`src/rtl/bre_pkg.sv`:
```
`default_nettype none

package bre_pkg;

  // Default image bounds
  localparam int MAX_ROWS_DEF = 64;
  localparam int MAX_COLS_DEF = 64;

  // Configuration port
  localparam int CFG_W     = 7;
  localparam int CFG_IDX_W = 1;
  localparam logic [CFG_IDX_W-1:0] CFG_ROW_COUNT = 1'b0;
  localparam logic [CFG_IDX_W-1:0] CFG_COL_COUNT = 1'b1;
  localparam logic [CFG_W-1:0]     ROW_COUNT_RST = 7'd64;
  localparam logic [CFG_W-1:0]     COL_COUNT_RST = 7'd64;

  // Result kinds
  localparam int WHICH_W = 2;
  localparam logic [WHICH_W-1:0] WHICH_AREA   = 2'd0;
  localparam logic [WHICH_W-1:0] WHICH_HEIGHT = 2'd1;
  localparam logic [WHICH_W-1:0] WHICH_WIDTH  = 2'd2;

  // Result field widths
  localparam int OUT_ROW_W    = 6;
  localparam int OUT_COL_W    = 6;
  localparam int OUT_HEIGHT_W = 7;
  localparam int OUT_WIDTH_W  = 7;
  localparam int OUT_AREA_W   = 13;

  // Stream widths
  localparam int S_TDATA_W = 8;
  localparam int M_TDATA_W = 40;

endpackage

`default_nettype wire

```
`src/rtl/bre_best.sv`:
```
`default_nettype none

module bre_best #(
  parameter int MAX_ROWS = bre_pkg::MAX_ROWS_DEF,
  parameter int MAX_COLS = bre_pkg::MAX_COLS_DEF
) (
  input  wire logic                                 clk,
  input  wire logic                                 clear,
  input  wire logic                                 cand_valid,
  input  wire logic [$clog2(MAX_ROWS)-1:0]          cand_row,
  input  wire logic [$clog2(MAX_COLS)-1:0]          cand_col,
  input  wire logic [$clog2(MAX_ROWS+1)-1:0]        cand_h,
  input  wire logic [$clog2(MAX_COLS+1)-1:0]        cand_w,
  input  wire logic [$clog2(MAX_ROWS+1)+$clog2(MAX_COLS+1)-1:0] cand_a,
  input  wire logic [bre_pkg::WHICH_W-1:0]          sel,
  output logic                                      rec_found,
  output logic      [$clog2(MAX_ROWS)-1:0]          rec_row,
  output logic      [$clog2(MAX_COLS)-1:0]          rec_col,
  output logic      [$clog2(MAX_ROWS+1)-1:0]        rec_h,
  output logic      [$clog2(MAX_COLS+1)-1:0]        rec_w,
  output logic      [$clog2(MAX_ROWS+1)+$clog2(MAX_COLS+1)-1:0] rec_a
);

  import bre_pkg::*;

  localparam int RI_W   = $clog2(MAX_ROWS);
  localparam int CI_W   = $clog2(MAX_COLS);
  localparam int HW     = $clog2(MAX_ROWS + 1);
  localparam int WW     = $clog2(MAX_COLS + 1);
  localparam int AREA_W = HW + WW;

  typedef struct packed {
    logic [RI_W-1:0]   row;
    logic [CI_W-1:0]   col;
    logic [HW-1:0]     h;
    logic [WW-1:0]     w;
    logic [AREA_W-1:0] a;
  } rect_t;

  rect_t cand;
  rect_t best_area;
  rect_t best_height;
  rect_t best_width;
  rect_t rec;

  assign cand = '{row: cand_row, col: cand_col, h: cand_h, w: cand_w, a: cand_a};

  // Candidates arrive in reverse scan order: take ties so the earliest corner wins
  always_ff @(posedge clk) begin
    if (clear) begin
      best_area   <= '0;
      best_height <= '0;
      best_width  <= '0;
    end else if (cand_valid) begin
      if (cand.a >= best_area.a) begin
        best_area <= cand;
      end
      if (cand.h >= best_height.h) begin
        best_height <= cand;
      end
      if (cand.w >= best_width.w) begin
        best_width <= cand;
      end
    end
  end

  always_comb begin
    case (sel)
      WHICH_AREA:   rec = best_area;
      WHICH_HEIGHT: rec = best_height;
      WHICH_WIDTH:  rec = best_width;
      default:      rec = '0;
    endcase
  end

  assign rec_found = (rec.a != '0);
  assign rec_row   = rec.row;
  assign rec_col   = rec.col;
  assign rec_h     = rec.h;
  assign rec_w     = rec.w;
  assign rec_a     = rec.a;

endmodule

`default_nettype wire

```
`config.mk`:
```
export PLATFORM = sky130hd
export DESIGN_NAME = bre_best
export DESIGN_NICKNAME = d
export VERILOG_FILES = /design/src/rtl/bre_pkg.sv /design/src/rtl/bre_best.sv
export SDC_FILE = /design/constraint.sdc
export NUM_CORES = 1
export LEC_CHECK = 0
export BUFFER_PORTS_ARGS = -buffer_cell sky130_fd_sc_hd__buf_2
export CAP_MARGIN = 5
export CORE_AREA = 4 4 115 117
export CTS_BUF_LIST = sky130_fd_sc_hd__clkbuf_8
export CTS_CLUSTER_DIAMETER = 80
export DETAILED_ROUTE_END_ITERATION = 7
export DIE_AREA = 0 0 119 121
export PLACE_DENSITY = 0.77
export SETUP_SLACK_MARGIN = 0.4
export SKIP_LAST_GASP = 1
export SLEW_MARGIN = 0
export SYNTH_ARGS = -nofsm -noshare
export SYNTH_HDL_FRONTEND = slang
export SYNTH_SLANG_ARGS = --single-unit
export TNS_END_PERCENT = 5
```
`constraint.sdc`:
```
create_clock -name clk -period 1.6 [get_ports clk]
set_input_delay 0 -clock clk [delete_from_list [all_inputs] [get_ports clk]]
set_output_delay 0 -clock clk [all_outputs]
set_load 0.01 [all_outputs]
```
# Word level (Yosys, flattened, before mapping)
# Cells that the tools add are included.
dict set report totals {
  ff_bits 120
  latch_bits 0
  ramBits 0
  romBits 0
  output_inout_bits 41
  wordCells 26
  n_memories 0
}
dict set report op_classes {
  addsub 0
  multipliers 0
  div_mod_pow 0
  magnitude_cmp 3
  n_eq_ne 2
  shifts 0
  mux 1
  bitwise 0
  reduce_logical 5
}
# op count
set op_table {}
lappend op_table {{$pmux 40 s3} 1}
lappend op_table {{$ge 14x14->1} 1}
lappend op_table {{$ge 7x7->1} 2}
lappend op_table {{$reduce_bool 14->1} 1}
lappend op_table {{$reduce_and 2->1} 3}
lappend op_table {{$eq 2x1->1 const B} 1}
lappend op_table {{$eq 2x2->1 const B} 1}
lappend op_table {{$logic_not 2->1} 1}

# Logic depth before layout (Yosys ltp)
# Gate-level depths: netlist (run 1).
dict set report logic_depth {
  word_depth 3
  ltp_mapped 9
  ltp_nobuf 8
}

# Worst setup path before layout (run 1)
# Ideal clock, no wire load.
dict set report synth_timing {
  kind {flip-flop to flip-flop}
  start {register best_area[11] (netlist name)}
  end {register best_area[0] (netlist name)}
  setup_ns 0.072
  t_arrival_ns 1.639
  t_required_ns 1.528
  setup_slack_ns -0.110
  path_stages_with_launch 9
  n_path_buf 1
  period_less_slack_ns 1.710
  path_cell_list {dfxtp_1 > inv_1 > ha_1 > nand4_1 > nor2_1 > o2111ai_1 > a21boi_2 > buf_6 > mux2i_1}
}
dict set report synth_between {
  elab_chain_len 2
}
# item line_no
set synth_lines {}
lappend synth_lines {{from (decl)} bre_best.sv:41} ;# rect_t best_area;
lappend synth_lines {{from (signal assigned)} bre_best.sv:56} ;# best_area <= cand;
lappend synth_lines {{$ge 14x14->1} bre_best.sv:55} ;# if (cand.a >= best_area.a) begin
lappend synth_lines {{$reduce_and 2->1 (no source line)} --}
# No other way between the ends.
# A chain may end at the register's enable or synchronous reset.

# Worst setup path in the final report (run 1)
dict set report layout_timing {
  start {register best_area[11] (netlist name)}
  end {register best_area[32] (netlist name)}
}
# The elaborated chain is that of the path after synthesis.

==> results.md, run 1 <==
- Status: finished, violations left
- Failing checks: negative setup slack
- Layout Nets: slightly above 900
- Port bufs: between 80 and 90
- Clk sink count: 120
- Tot Pwr: 8.04 mW
- Post-Synth XOR/XNOR Area: 0%
- # fillers: ~910
- Logic pwr share: 24.8%
- Synthesized area per cell: between 9 and 10 sq um
- Maximum buffer depth of the clock tree: 2
- Fin. Hold Viols: 0
- Die X: 119 um
- Detailed Route WL: 17100 um
- Worst-margin pin slew: 0.584 ns
- Final clock skew: around 0.011 ns
- Initial core utilization: 51.3%
- Layout cell share with drive strength beyond 1: 27.0%
- Final setup fails: 121
- PD cells: 936 mW/mm^2
- RSZ-0062 raised after global routing: yes
- Io pins: between 80 and 90
- Period utilization: 127%
- CTS Buf Count: 17
- WL/cell: about 17 um
- Critical Path RT: around 2 ns
- Int Pwr: slightly below 6 mW
- Total iterations of the first detailed-routing run: 4
- Slew margin rel.: approximately three fifths
- Synth warnings: 0
- Largest net degree at the start of global routing: between 100 and 150
- Clk Latency, worst-skew pair: around 0.44 ns
- Final setup margin: -0.426 ns
- Clock share of power: between 30% and 40%
- ANT nets after route: 0
- Syn_nets: between 700 and 800
- Period minus WS final: approximately 2.0 ns
- Final max-slew violation count: 0
- N_diodes: 0
- Layout area overhead: 35.3%
- GRT Total Usage: 23.0%
- Number of max-cap violations: 0
- Max IR drop VDD: ~530 uV
- Clock transition at the registers of the reported paths: roughly 0.070 ns
- Adder-Cell Fraction of Synth Area: 5.52%
- Cell leakage power: 3.96 nW
- CTS H-tree lvls: 4
- Fmax: 494 MHz
- Compound-gate portion of the synthesized area: 5.86%
- Reg power frac: a little over two fifths
- Crit path kind: register to register
- Vias in the first global route: 5551
- Root Buffer: clkbuf_8
- Post-DR vias/cell: 5.20
- Die Height: ~120 um
- Initial antenna violation count: 0
- CTS tree: done
- Post-Synth Simple-Gate Area: 19.7%
- Synthesized flop and latch total: 120
- Synthesized area: roughly 0.0063 sq mm
- Placeable Area: approximately 0.012 sq mm
- Largest family of logic cells by synthesized area: multiplexers
- Die area: between 0.01 and 0.015 sq mm
- Mux share of post-synthesis cell area: 25.2%
- Final HPWL DP: slightly above 10000 um
- Sw Ratio: approximately 28%
- Register area share after synthesis: around 38%
- Synth Instances: ~660
- Worst min-delay path class: primary input to register
- Global-route wire length before repair: between 20000 and 30000 um
- Switch Pwr: approximately 2.3 mW
- Critical path launch point type: register
- Routability cong.: 0.790
- Final hold slack: around 0.046 ns
- Grt total ovfl: 0
- DR DRC count: 0
- Netlist cell types: 27
- Vias: 5292
- Worst EP arrival: about 2.4 ns
- CP max FO: 8
- Element type at the critical path end: register
- Site Rows: a little over 40
- Initial DRC count: 308
## per-layer routing
layer / wire, um / GRT usage, % / vias to the layer above
met4: 503 / 10.1 / 0
met1: 6890 / 25.4 / 2543
met5: 0 / 0 / -
met3: 698 / 5.36 / 38
met2: 8960 / 42.0 / 140
li1: - / - / 2571
## final timing paths
check                       end  slack [ns]  cells after the start           from
setup / recovery  best_area[32]       -0.43                     10  best_area[11]
hold / removal    best_area[18]        0.05                      4      cand_w[4]
setup reg to reg  best_area[32]       -0.43                     10  best_area[11]
hold reg to reg   best_area[20]        0.48                      2  best_area[20]
## power groups by stage
stage / Combinational, mW / Sequential [mW] / Clock [mW]
2_1_floorplan: 1.01 / 3.40 / 0
3_3_place_gp: 1.52 / 3.41 / 0
3_5_place_dp: 1.57 / 3.43 / 0
4_1_cts: 1.85 / 3.37 / 2.69
5_1_grt: 2.13 / 3.41 / 2.82
6_report: 1.99 / 3.38 / 2.67
## cell families after synthesis
| kind of cell | Yosys count |
|---|---|
| and+or+nand+nor | 218 |
| DFF | 120 |
| adders and majority gates | 28 |
| AOI/OAI and AO/OA | 64 |
| buffers and inverters | 71 |
| muxes | 160 |
## metrics by stage
stage / util (%) / instances / cell area [sq um] / setup TNS [ns] / worst slack (ns)
after floorplan: - / 661 / 6340 / -10.22 / -0.0913
after global placement: 59.0 / 932 / 7290 / -26.76 / -0.260
after detailed placement: 59.0 / 932 / 7290 / -34.52 / -0.341
after CTS: 68.1 / 1012 / 8420 / -28.41 / -0.320
after global routing: 69.4 / 1018 / 8580 / -43.41 / -0.486
final: 69.4 / 1018 / 8580 / -33.56 / -0.426
## critical path: stages (launching register included)
cell and delay, ns:
dfxtp_2 0.34, inv_2 0.04, ha_4 0.26, nand4_1 0.16, nor2_2 0.17, buf_4 0.14, a221oi_4 0.06, a21boi_4 0.21
buf_6 0.16, buf_12 0.14, mux2i_1 0.24
## flip-flops by register name, indices dropped and copies added, names as in the netlist
register     cells
best_area       40
best_height     40
best_width      40
## cells in the mapped netlist
cell type  instances  area [sq um]
nand2b_1         162          1010
mux2i_1          160          1600
dfxtp_1          120          2400
nand2_1           42           158
o21ai_0           41           205
inv_1             29           109
ha_1              28           350
clkbuf_1          21          78.8
buf_6             12           135
a21oi_1            7          35.0
buf_2              5          25.0
a21o_1             4          30.0
nand3_1            4          20.0
nand4_1            4          25.0
nor4_1             3          18.8
a211oi_1           2          15.0
buf_1              2          7.51
buf_4              2          15.0
nor2_1             2          7.51
o211ai_2           2          25.0
o21ai_1            2          10.0
o21bai_1           2          15.0
a21boi_1           1          7.51
a21boi_2           1          11.3
a221oi_1           1          8.76
nor2b_1            1          6.26
o2111ai_1          1          8.76
## cells in the final DEF, fill, tap and decap left out, types with 20 or more instances in the layout
cell / n
nand2_1: 42
o21ai_0: 40
ha_1: 21
buf_2: 85
mux2i_1: 159
dfxtp_1: 110
dlygate4sd3_1: 38
clkbuf_8: 20
buf_4: 47
nand2b_1: 160
inv_1: 27
## what timing repair did
item,in CTS,in global routing
pin swaps,15,9
gates resized for setup,44,10
setup endpoints to repair,160,161
cloned,5,6
hold buffers,38,0
endpoints found under the hold margin,113,0
setup buffers,6,0
## area by class of cell
cell class	instances	area, sq um	area share, %
multi-input cells	470	3790	44.1
clock buffers	20	275	3.21
repair buffers	196	1670	19.5
clock inverters	11	108	1.25
well taps	172	215	2.51
flip-flops and latches	120	2410	28.1
inverters	29	109	1.27
Note: power is estimated with default switching activity, not from simulation.
==> run 2: changes to the inputs <==
- CORE_AREA: 4 4 115 117 -> 4 4 131 133
- DIE_AREA: 0 0 119 121 -> 0 0 135 137
- PLACE_DENSITY: 0.77 -> 0.62
==> results.md, run 2 (synthesized netlist as in run 1, its figures left out) <==
- Largest net degree at the start of global routing: 161
- Layout Nets: between 900 and 1000
- WL/cell: 15.6 um
- R2r setup slk: -0.37 ns
- CTS tree: done
- Layout cell share with drive strength beyond 1: 28.1%
- Element type at the critical path end: register
- CTS H-tree lvls: 4
- Setup total negative slack: -32.20 ns
- Die X: ~140 um
- Clk Latency, worst-skew pair: 0.46 ns
- Routability cong.: 0.785
- Final setup fails: about 120
- Vias: approximately 5200
- CP max FO: 7
- Layout area overhead: 38.0%
- Crit path kind: register to register
- Critical path launch point type: register
- Final setup margin: -0.371 ns
- Fmax: a little over 500 MHz
- Vias in the first global route: ~5400
- Final max-slew violation count: 0
- CTS Buf Count: 17
- Placeable Area: 0.0158 sq mm
- Post-Place Worst Slack: -0.344 ns
- Critical path buffers and inverters: 4
- # fillers: roughly 1400
- PD cells: between 900 and 1000 mW/mm^2
- Fin. Hold Viols: 0
- Cell family with most CP delay: buffers and inverters
- Clock transition at the registers of the reported paths: 0.07 ns
- DR DRC count: 0
- Most frequent cells in the layout: nand2b_1, mux2i_1, dfxtp_1
- CP max stage cell: dfxtp_2
- Root Buffer: clkbuf_8
- Status: finished, violations left
- Tot Pwr: 8.44 mW
- Io pins: 86
- Failing checks: negative setup slack
- Final clock skew: ~0.016 ns
- Global-route wire length before repair: approximately 26000 um
- Grt total ovfl: 0
- Placed cell count: between 900 and 1000
- Port bufs: 85
- Final non-filler cell total: 1068
- Critical Path RT: roughly 2.0 ns
- Worst EP arrival: about 2.4 ns
- Post-DP Area: ~0.0074 sq mm
- Number of max-cap violations: 0
- Max IR drop VDD: approximately 640 uV
- Initial antenna violation count: 0
- ANT nets after route: 0
- Die Height: 137 um
- Worst-margin pin slew: around 0.57 ns
- Commonest non-fill, non-tap cell in the layout: nand2b_1
- Worst-path cell chain: inv_1 -> ha_4 -> nand4_1 -> buf_4 -> o21ai_1 -> a221oi_2 -> a21boi_4 -> buf_12 -> clkbuf_16 -> mux2i_1
- GRT Total Usage: between 10% and 20%
- Worst min-delay path class: primary input to register
- Die area: approximately 0.018 sq mm
- Post-DR vias/cell: roughly 4.9
- Top flop regs: best_area x40, best_height x40, best_width x40
- Cell leakage power: between 3 and 4 nW
- Detailed Route WL: 16700 um
- Period minus WS final: ~2.0 ns
- Maximum buffer depth of the clock tree: 2
- Final Instance Area: around 0.009 sq mm
- Site Rows: between 40 and 50
- RSZ-0062 raised after global routing: yes
- N_diodes: 0
- Final HPWL DP: between 10000 and 15000 um
- Slew margin rel.: 62.1%
- Worst stage delay on the critical path: around 0.33 ns
- Clk sink count: 120
- Period utilization: 123%
- Initial DRC count: 181
- Initial core utilization: between 40% and 50%
- Total iterations of the first detailed-routing run: 4
==> run 2: final cells by class <==
| type | count | area, sq um | share of cell area, % |
|---|---|---|---|
| timing repair buffer | 201 | 1720 | 19.7 |
| tap | 216 | 270 | 3.09 |
| clock buffer | 20 | 275 | 3.14 |
| inverter | 29 | 109 | 1.24 |
| clock inverter | 12 | 173 | 1.97 |
| sequential | 120 | 2420 | 27.6 |
| multi-input combinational | 470 | 3790 | 43.3 |
==> run 2: through the flow <==
stage	utilization, %	hold slack, ns
4_1_cts	52.6	0.0208
3_3_place_gp	46.7	0.323
6_report	55.3	0.0422
2_1_floorplan	-	0.198
5_1_grt	55.3	0.0378
3_5_place_dp	46.7	0.332
==> run 2: tightest hold or removal path: cells and delay by family <==
family / cells / cell delay (ns)
simple gates: 1 / 0.10
buf+inv: 2 / 0.26
mux: 1 / 0.08
==> run 2: what timing repair did <==
action                                  CTS  global route
setup buffers                             0             6
endpoints found under the setup margin  158           161
resized for setup                        21            31
pin swaps                                 0            18
hold buffers                             38             0
endpoints found under the hold margin   114             0
gates cloned                              0            10
==> run 2: metal layers <==
| layer | up-vias | wire length [um] | track usage, % |
|---|---|---|---|
| li1 | 2584 | - | - |
| met1 | 2460 | 7280 | 20.7 |
| met2 | 101 | 8300 | 30.0 |
| met3 | 41 | 597 | 3.97 |
| met4 | 0 | 536 | 8.62 |
| met5 | - | 0 | 0 |
==> run 2: path summary, 6_finish.rpt <==
| path | startpoint | endpoint | cells after the start |
|---|---|---|---|
| hold reg to reg | best_area[35] | best_area[35] | 2 |
| setup / recovery | best_area[4] | best_area[20] | 10 |
| hold / removal | cand_a[13] | best_area[13] | 4 |
| setup reg to reg | best_area[4] | best_area[20] | 10 |
==> run 2: power breakdown <==
group | switching [mW] | internal [mW]
clock | 1.29 | 1.81
sequential | 0.129 | 3.24
combinational | 0.905 | 1.07
total | 2.32 | 6.12
==> run 3: changes to the inputs <==
- PLACE_DENSITY: 0.62 -> 0.6
- REMOVE_ABC_BUFFERS: not set -> 1
- clock period: 1.6 -> 2.45 ns (I/O delays scaled with it)
==> results.md, run 3 (synthesized netlist as in run 1, its figures left out) <==
- Period utilization: 80.4%
- Die area: roughly 0.018 sq mm
- Fin util: between 50% and 60%
- Routability cong.: approximately 0.76
- Final clock skew: 0.00942 ns
- # fillers: ~1500
- Worst min-delay path class: primary input to register
- Detailed Route WL: between 15000 and 20000 um
- Final hold slack: about 0.19 ns
- Critical Path RT: approximately 2.8 ns
- Final HPWL DP: between 10000 and 15000 um
- CTS tree: done
- GRT Total Usage: between 10% and 20%
- Initial core utilization: roughly 40%
- DR DRC count: 0
- Layout area overhead: 24.8%
- Crit path kind: register to register
- Most frequent cells in the layout: nand2b_1, mux2i_1, dfxtp_1
- CP max FO: 8
- Root Buffer: clkbuf_8
- Port bufs: 85
- Initial DRC count: around 140
- CTS H-tree lvls: 4
- Vias in the first global route: 5206
- Tot Pwr: approximately 5 mW
- Worst-margin pin slew: between 0.6 and 0.7 ns
- WL/cell: 15.6 um
- Vias: approximately 5000
- Worst EP arrival: 2.30 ns
- ANT nets after route: 0
- Clock transition at the registers of the reported paths: 0.07 ns
- Fin. Hold Viols: 0
- Site Rows: between 40 and 50
- Cell leakage power: about 3.6 nW
- Clk Latency, worst-skew pair: around 0.45 ns
- Grt total ovfl: 0
- Global-route wire length before repair: between 20000 and 30000 um
- N_diodes: 0
- Maximum buffer depth of the clock tree: 2
- Critical path launch point type: register
- Number of max-cap violations: 0
- Final setup fails: 0
- Commonest non-fill, non-tap cell in the layout: nand2b_1
- Fmax: 508 MHz
- Top flop regs: best_area x40, best_height x40, best_width x40
- CTS Buf Count: 17
- Largest net degree at the start of global routing: around 160
- Die Height: between 100 and 150 um
- Layout cell share with drive strength beyond 1: between 10% and 20%
- Die X: 135 um
- Max IR drop VDD: between 300 and 400 uV
- Placeable Area: roughly 0.016 sq mm
- Initial antenna violation count: 0
- Period minus WS final: slightly below 2 ns
- Status: completed
- Total iterations of the first detailed-routing run: 5
- PD cells: 621 mW/mm^2
- Io pins: 86
- Slew margin rel.: 54.2%
- Layout Nets: 858
- Final max-slew violation count: 0
- Clk sink count: 120
- Element type at the critical path end: register
- Post-DR vias/cell: slightly below 5
- RSZ-0062 raised after global routing: yes
[run 3: cell count changes in the layout (fill, tap and decap cells not counted), moves of 3 or more]
cell / change
buf_4: -42
dfxtp_1: +10
dfxtp_2: -10
ha_1: +9
ha_4: -9
inv_1: +8
clkbuf_16: -6
inv_2: -5
buf_12: -4
bufinv_16: -3
clkinvlp_4: -3
[run 3: worst paths after layout]
path,start,endpoint,slack [ns],depth (start not counted)
worst max register to register,best_area[7],best_area[36],0.48,9
worst max-delay path,best_area[7],best_area[36],0.48,9
worst min-delay path,cand_valid,best_height[32],0.19,4
worst min register to register,best_area[24],best_area[24],0.47,2
[run 3: what timing repair did]
item | 4_1_cts | 5_1_grt
resized for setup | 0 | 14
setup endpoints to repair | 67 | 74
pin swaps | 1 | 5
hold endpoints to repair | 120 | 0
buffers inserted | 3 | 3
cloned | 0 | 2
hold buffers | 40 | 0
[run 3: metrics by stage]
| stage | instances | TNS, ns | instance area, sq um | setup WS [ns] |
|---|---|---|---|---|
| CTS | 1009 | 0 | 7780 | 0.337 |
| floorplan | 619 | -34.78 | 6080 | -0.581 |
| finish | 1014 | 0 | 7920 | 0.481 |
| detailed placement | 934 | 0 | 6990 | 0.302 |
| global placement | 934 | 0 | 6990 | 0.390 |
| global route | 1014 | 0 | 7920 | 0.335 |
[run 3: per-layer routing]
metal,vias up,GRT usage (%),share of wire [%]
met5,-,0,0
met4,0,6.77,1.4
met3,16,3.60,3.7
met2,95,28.9,48
met1,2375,21.5,47
li1,2470,-,-
[run 3: report_power, final]
group          switching, mW  internal, mW
Clock                  0.780         0.887
Sequential            0.0901          2.12
Combinational          0.525         0.518
Total                   1.40          3.52
[run 3: final cells by class]
cell class | instances | area (sq um) | share of cell area, %
flip-flops and latches | 120 | 2410 | 30.4
well taps | 216 | 270 | 3.41
inverters | 29 | 109 | 1.38
clock buffers | 21 | 289 | 3.65
multi-input cells | 470 | 3640 | 46.0
clock inverters | 11 | 81.3 | 1.03
repair buffers | 147 | 1120 | 14.2
[run 3: critical path: stages (launching register included)]
cell and delay, ns:
dfxtp_1 0.36, inv_1 0.05, ha_1 0.31, a21oi_1 0.15, o21ai_1 0.10, a221oi_2 0.33
a21boi_4 0.11, buf_12 0.15, buf_12 0.14, mux2i_2 0.15
